$ cat src/universal_hash_table_macros.svh
// Assertion helpers used by the hash table control module.
`ifndef UNIVERSAL_HASH_TABLE_MACROS_SVH
`define UNIVERSAL_HASH_TABLE_MACROS_SVH

// Same-cycle implication, sampled on i_clk, off during reset.
`define UHT_ASSERT_NOW(lbl, ante, cons, msg) \
    lbl: assert property (@(posedge i_clk) disable iff (!i_rst_n) (ante) |-> (cons)) \
        else $error(msg);

// Next-cycle implication, sampled on i_clk, off during reset.
`define UHT_ASSERT_NEXT(lbl, ante, cons, msg) \
    lbl: assert property (@(posedge i_clk) disable iff (!i_rst_n) (ante) |=> (cons)) \
        else $error(msg);

`endif

$ cat src/uht_pkg.sv
package uht_pkg;

    localparam int DEF_MAX_BUCKETS  = 1024;
    localparam int DEF_BUCKET_SLOTS = 8;

    localparam logic [29:0] HASH_PRIME  = 30'd1000000007;
    localparam logic [32:0] RECIP_PRIME = 33'd4611685986;
    localparam int          SPILL_LIMIT = 5;
    localparam int          DVD_W       = 30;

    localparam logic [1:0] ACT_INSERT = 2'd0;
    localparam logic [1:0] ACT_DELETE = 2'd1;

    localparam logic [1:0] ST_DONE = 2'd0;
    localparam logic [1:0] ST_MISS = 2'd1;
    localparam logic [1:0] ST_FULL = 2'd2;

    localparam logic [1:0] REG_HASH_A     = 2'd0;
    localparam logic [1:0] REG_HASH_B     = 2'd1;
    localparam logic [1:0] REG_TABLE_SIZE = 2'd2;

    typedef enum logic [4:0] {
        CMD_NOP,
        CMD_CLR,
        CMD_LOAD,
        CMD_MUL,
        CMD_ADD,
        CMD_RECIP,
        CMD_QMUL,
        CMD_SUBQ,
        CMD_CORR,
        CMD_FIXP,
        CMD_HOME,
        CMD_RDCNT,
        CMD_NEXT,
        CMD_FULL,
        CMD_INS,
        CMD_SCAN,
        CMD_RDKEY,
        CMD_HIT,
        CMD_ADV,
        CMD_DEL,
        CMD_BEND,
        CMD_OUT
    } t_cmd;

    typedef struct packed {
        logic div_done;
        logic red_ge_p;
        logic clr_last;
        logic is_ins;
        logic is_del;
        logic home_phase;
        logic spill_differs;
        logic cnt_over;
        logic cnt_full;
        logic scan_end;
        logic key_eq;
    } t_status;

endpackage

$ cat src/uht_ctrl.sv
`include "universal_hash_table_macros.svh"

module uht_ctrl
    import uht_pkg::*;
(
    input  logic    i_clk,
    input  logic    i_rst_n,
    input  logic    i_start,
    input  t_status i_st,
    output t_cmd    o_cmd,
    output logic    o_busy
);

    typedef enum logic [3:0] {
        S_CLR,
        S_IDLE,
        S_MUL,
        S_ADD,
        S_RECIP,
        S_QMUL,
        S_SUBQ,
        S_MODP,
        S_MODS,
        S_RDC,
        S_DISP,
        S_RDK,
        S_CMP,
        S_BEND,
        S_DONE
    } t_state;

    t_state r_state;
    t_state n_state;
    logic   r_busy;
    t_cmd   cmd;

    always_comb begin
        n_state = r_state;
        cmd     = CMD_NOP;
        case (r_state)
            S_CLR: begin
                cmd = CMD_CLR;
                if (i_st.clr_last) n_state = S_IDLE;
            end
            S_IDLE: begin
                if (i_start) begin
                    cmd     = CMD_LOAD;
                    n_state = S_MUL;
                end
            end
            S_MUL: begin
                cmd     = CMD_MUL;
                n_state = S_ADD;
            end
            S_ADD: begin
                cmd     = CMD_ADD;
                n_state = S_RECIP;
            end
            S_RECIP: begin
                cmd     = CMD_RECIP;
                n_state = S_QMUL;
            end
            S_QMUL: begin
                cmd     = CMD_QMUL;
                n_state = S_SUBQ;
            end
            S_SUBQ: begin
                cmd     = CMD_SUBQ;
                n_state = S_MODP;
            end
            S_MODP: begin
                if (i_st.red_ge_p) begin
                    cmd = CMD_CORR;
                end else begin
                    cmd     = CMD_FIXP;
                    n_state = S_MODS;
                end
            end
            S_MODS: begin
                if (i_st.div_done) begin
                    cmd     = CMD_HOME;
                    n_state = S_RDC;
                end
            end
            S_RDC: begin
                cmd     = CMD_RDCNT;
                n_state = S_DISP;
            end
            S_DISP: begin
                if (i_st.is_ins) begin
                    if (i_st.home_phase && i_st.cnt_over) begin
                        cmd     = CMD_NEXT;
                        n_state = S_RDC;
                    end else if (i_st.cnt_full) begin
                        cmd     = CMD_FULL;
                        n_state = S_DONE;
                    end else begin
                        cmd     = CMD_INS;
                        n_state = S_DONE;
                    end
                end else begin
                    cmd     = CMD_SCAN;
                    n_state = S_RDK;
                end
            end
            S_RDK: begin
                if (i_st.scan_end) begin
                    n_state = S_BEND;
                end else begin
                    cmd     = CMD_RDKEY;
                    n_state = S_CMP;
                end
            end
            S_CMP: begin
                if (i_st.is_del) begin
                    cmd     = CMD_DEL;
                    n_state = S_RDK;
                end else if (i_st.key_eq) begin
                    cmd     = CMD_HIT;
                    n_state = S_DONE;
                end else begin
                    cmd     = CMD_ADV;
                    n_state = S_RDK;
                end
            end
            S_BEND: begin
                cmd = CMD_BEND;
                if (i_st.home_phase && i_st.spill_differs) begin
                    n_state = S_RDC;
                end else begin
                    n_state = S_DONE;
                end
            end
            S_DONE: begin
                cmd     = CMD_OUT;
                n_state = S_IDLE;
            end
            default: n_state = S_IDLE;
        endcase
    end

    always_ff @(posedge i_clk) begin
        if (!i_rst_n) begin
            r_state <= S_CLR;
            r_busy  <= 1'b1;
        end else begin
            r_state <= n_state;
            r_busy  <= (n_state != S_IDLE);
        end
    end

    assign o_cmd  = cmd;
    assign o_busy = r_busy;

    `UHT_ASSERT_NEXT(a_accept_starts_hash, (r_state == S_IDLE && i_start), (r_state == S_MUL && r_busy), "accepted transaction did not start the hash")
    `UHT_ASSERT_NEXT(a_clear_holds, (r_state == S_CLR && !i_st.clr_last), (r_state == S_CLR && r_busy), "count clearing left early")
    `UHT_ASSERT_NEXT(a_result_frees, (cmd == CMD_OUT), (!r_busy && r_state == S_IDLE), "block not free after result")
    `UHT_ASSERT_NOW(a_busy_matches, (r_state != S_IDLE), r_busy, "busy low outside idle")

endmodule
$ cat config.mk
export PLATFORM = sky130hd
export DESIGN_NAME = uht_ctrl
export DESIGN_NICKNAME = d
export VERILOG_FILES = /design/src/uht_pkg.sv /design/src/uht_ctrl.sv
export VERILOG_INCLUDE_DIRS = /design/src /design/src/src
export SDC_FILE = /design/constraint.sdc
export NUM_CORES = 1
export LEC_CHECK = 0
export BUFFER_PORTS_ARGS = -buffer_cell sky130_fd_sc_hd__buf_4
export CORE_AREA = 2 2 39 41
export DETAILED_ROUTE_END_ITERATION = 10
export DIE_AREA = 0 0 41 43
export PLACE_DENSITY = 0.74
export SLEW_MARGIN = 0
export SYNTH_ARGS = -nofsm -noshare
export SYNTH_HDL_FRONTEND = slang
export SYNTH_SLANG_ARGS = --single-unit
export TNS_END_PERCENT = 10
$ cat constraint.sdc
create_clock -name i_clk -period 1.9 [get_ports i_clk]
set_clock_uncertainty 0.2 [all_clocks]
set_input_delay 0.38 -clock i_clk [delete_from_list [all_inputs] [get_ports i_clk]]
set_output_delay 0.38 -clock i_clk [all_outputs]
set_load 0.02 [all_outputs]
==> results.txt <==
Synth Warn # = 0
Failing checks = setup timing
Outcome = finished with violations
Reg2Reg Setup Slack = 0.07 ns
Reg clk slew, reported paths = 0.04 ns
Overall power = 480 uW
Routed wire length = 1950 um
Clk sinks = 5
Max-Cap Viols = 0
Kind of critical path = reg2out
Yosys top cell by area = dfxtp_1
Root Driver = clkbuf_4
Power share of the combinational group = 0.474
Initial drt markers = 15
# port buffers = 19
Synth Area per Inst = 6.73 sq um
Area Growth Syn to Fin = 66.3%
Number of hold buffers added after cts = 0
Post-synth top area share = 0.175
RR Startpoint = r_state[2]
Wire length of the first global-routing pass = 2860 um
RSZ-0062 raised after global routing = true
Initial Util = 0.413
Clock group share of total power = 0.253
Share of post-route cells with drive strength above 1 = 0.475
Cell Chain, Critical Path = buf_6, and4bb_2, nand2_2, a21oi_1, nor2_1, nand2_1, buf_6
Die X = 41 um
Library cells used by synthesis = 35
Seq/Total Area, Yosys = 0.175
Crit path DAT = 1.47 ns
Setup ws final = -0.151 ns
Net count after synthesis = 99
Reg2reg end = o_busy
Primary FF master, synth = dfxtp_1
N_diodes = 0
Worst Hold Class = in2reg
Maximum vdd ir drop = 399 uV
Crit path required time = 1.32 ns
Grt total ovfl = 0
Area contributors post-synth = dfxtp_1, nor2b_1, nand2_1, a21oi_1, nor2_1
Clk buf depth = 2
I/O pin cnt = 20
CP max stage delay = 0.37 ns
Leakage = 0.000394 uW
Final Max Tran Viols = 0
Max Clk Rate = 488 MHz
DR vias = 777
Gp weighted congestion = 0.890
DRT antenna net count = 0
Hpwl dp = 1280 um
Placed Instances = 127
Pre-antenna DRT Iters = 4
Crit path time final = 2.05 ns
Max H-tree Level = 1
Final Hold Fails = 0
Worst Hold Path Cells = 2
Global router's overall resource usage = 0.232
Fin nets = 135
Hold Startpoint = i_rst_n
# DRC = 0
Most instantiated cells after synthesis = nand2_1, nor2_1, a21oi_1, nor2b_1, dfxtp_1
CP startpoint kind = flop
Top cell by count, worst path = buf_6
Layout Cells excl Fill = 136
Avg WL per Cell = 14.3 um
Clk_lat worst skew = 0.24 ns
P_int = 316 uW
Post-Synthesis Cells = 85
Highest net fanout along the worst path = 6
Post-synth EDFFs = 0
Die H = 43 um
Final Cycle Share = 1.08
TritonCTS clock tree = built
Most frequent cell after synthesis = nand2_1
Post-Syn Area = 572 sq um
Max-slew headroom at the worst pin = 0.784
Number of global-route vias before repair = 726
Power per Cell Area = 504 nW/um^2
CP max-delay cell = dfxtp_4
P_sw = 163 uW
Slew @ Worst Pin = 0.320 ns
Switching Fraction = 0.340
Antenna violations before repair = 0
CTS Buf Count = 3
Synthesized flop and latch total = 5
Post-synth ARST share = 0
Core ar. = 1380 sq um
Seq pwr share = 0.273
CP Capture Type = output port
Endpoint, Worst Hold = o_busy
Final setup violation count = 4
Site row count = 14
Worst R2R Path Depth = 7
Largest net degree at the start of global routing = 14
Total Die Area = 1760 sq um
Vias per inst = 5.71
==> placed cells by master (no fill, tap or decap), types with 2 or more instances in the layout <==
master,Yosys,final
o21a_1,2,2
inv_1,3,2
dfxtp_4,0,3
a21oi_1,6,4
nand3_1,4,4
nor3_1,4,3
a21boi_0,2,2
o21ai_0,4,3
nand2b_1,4,3
o211ai_1,2,2
nand4_1,2,2
nand2_1,9,8
or3_4,0,2
buf_6,1,3
nor2b_1,6,6
buf_4,2,32
a21oi_2,0,2
clkbuf_4,0,3
nor2_1,7,6
==> per-stage QoR <==
stage	setup TNS, ns	setup slack (ns)	hold slack (ns)	instance area [sq um]	utilization
6_report	-0.438	-0.151	0.165	951	0.687
5_1_grt	-0.655	-0.225	0.169	951	0.687
4_1_cts	-0.460	-0.151	0.152	896	0.647
3_5_place_dp	-0.00122	-0.00122	0.401	810	0.585
3_3_place_gp	0	0.0190	0.398	810	0.585
2_1_floorplan	0	0.0620	0.254	578	-
==> power groups by stage <==
stage / logic, uW / registers (uW) / clock network (uW)
floorplan: 110 / 126 / 0
global placement: 187 / 130 / 0
detailed placement: 190 / 131 / 0
CTS: 206 / 131 / 130
global route: 242 / 133 / 133
finish: 227 / 131 / 121
==> state kept, by name, indices dropped and copies added, names as in the netlist <==
| name | count |
|---|---|
| o_busy | 1 |
| r_state | 4 |
==> layout make-up <==
cell class                      instances  area, sq um
Multi-Input combinational cell         71          472
Fill cell                             125          433
Inverter                                3         11.3
Sequential cell                         5          113
Clock buffer                            4         26.3
Timing Repair Buffer                   37          309
Tap cell                               16         20.0
==> logic make-up (layout without fill, tap and decap cells) <==
logic type	after synthesis	count (layout)	share of synthesized area
simple gates	45	45	0.422
compound gates	25	25	0.293
buf+inv	9	44	0.0919
flops	5	5	0.175
mux	1	1	0.0175
==> worst max-delay path by stage <==
stage	from	endpoint
2_1_floorplan	r_state[2]	o_cmd[2]
3_3_place_gp	r_state[0]	o_cmd[1]
3_5_place_dp	r_state[1]	o_cmd[1]
4_1_cts	r_state[1]	o_cmd[0]
5_1_grt	r_state[1]	o_cmd[0]
6_report	r_state[1]	o_cmd[1]
==> metal layers <==
metal,vias to the layer above,wire [um],global-route usage
li1,385,-,-
met1,362,803,0.275
met2,24,1030,0.388
met3,6,76,0.0262
met4,0,40,0.113
met5,-,0,0
==> worst max-delay path, delay by kind of cell, from the launching register on <==
| family | cells | cell delay (ns) |
|---|---|---|
| AOI/OAI and AO/OA | 1 | 0.18 |
| buffers and inverters | 2 | 0.21 |
| and+or+nand+nor | 4 | 0.46 |
| DFF | 1 | 0.37 |
==> repair_timing <==
| item | CTS | global route |
|---|---|---|
| setup buffers | 2 | 3 |
| gates resized for setup | 15 | 10 |
| setup endpoints to repair | 5 | 5 |
| hold endpoints to repair | 0 | 0 |
| pin swaps | 5 | 6 |
Power figures use the tool's default switching activity.
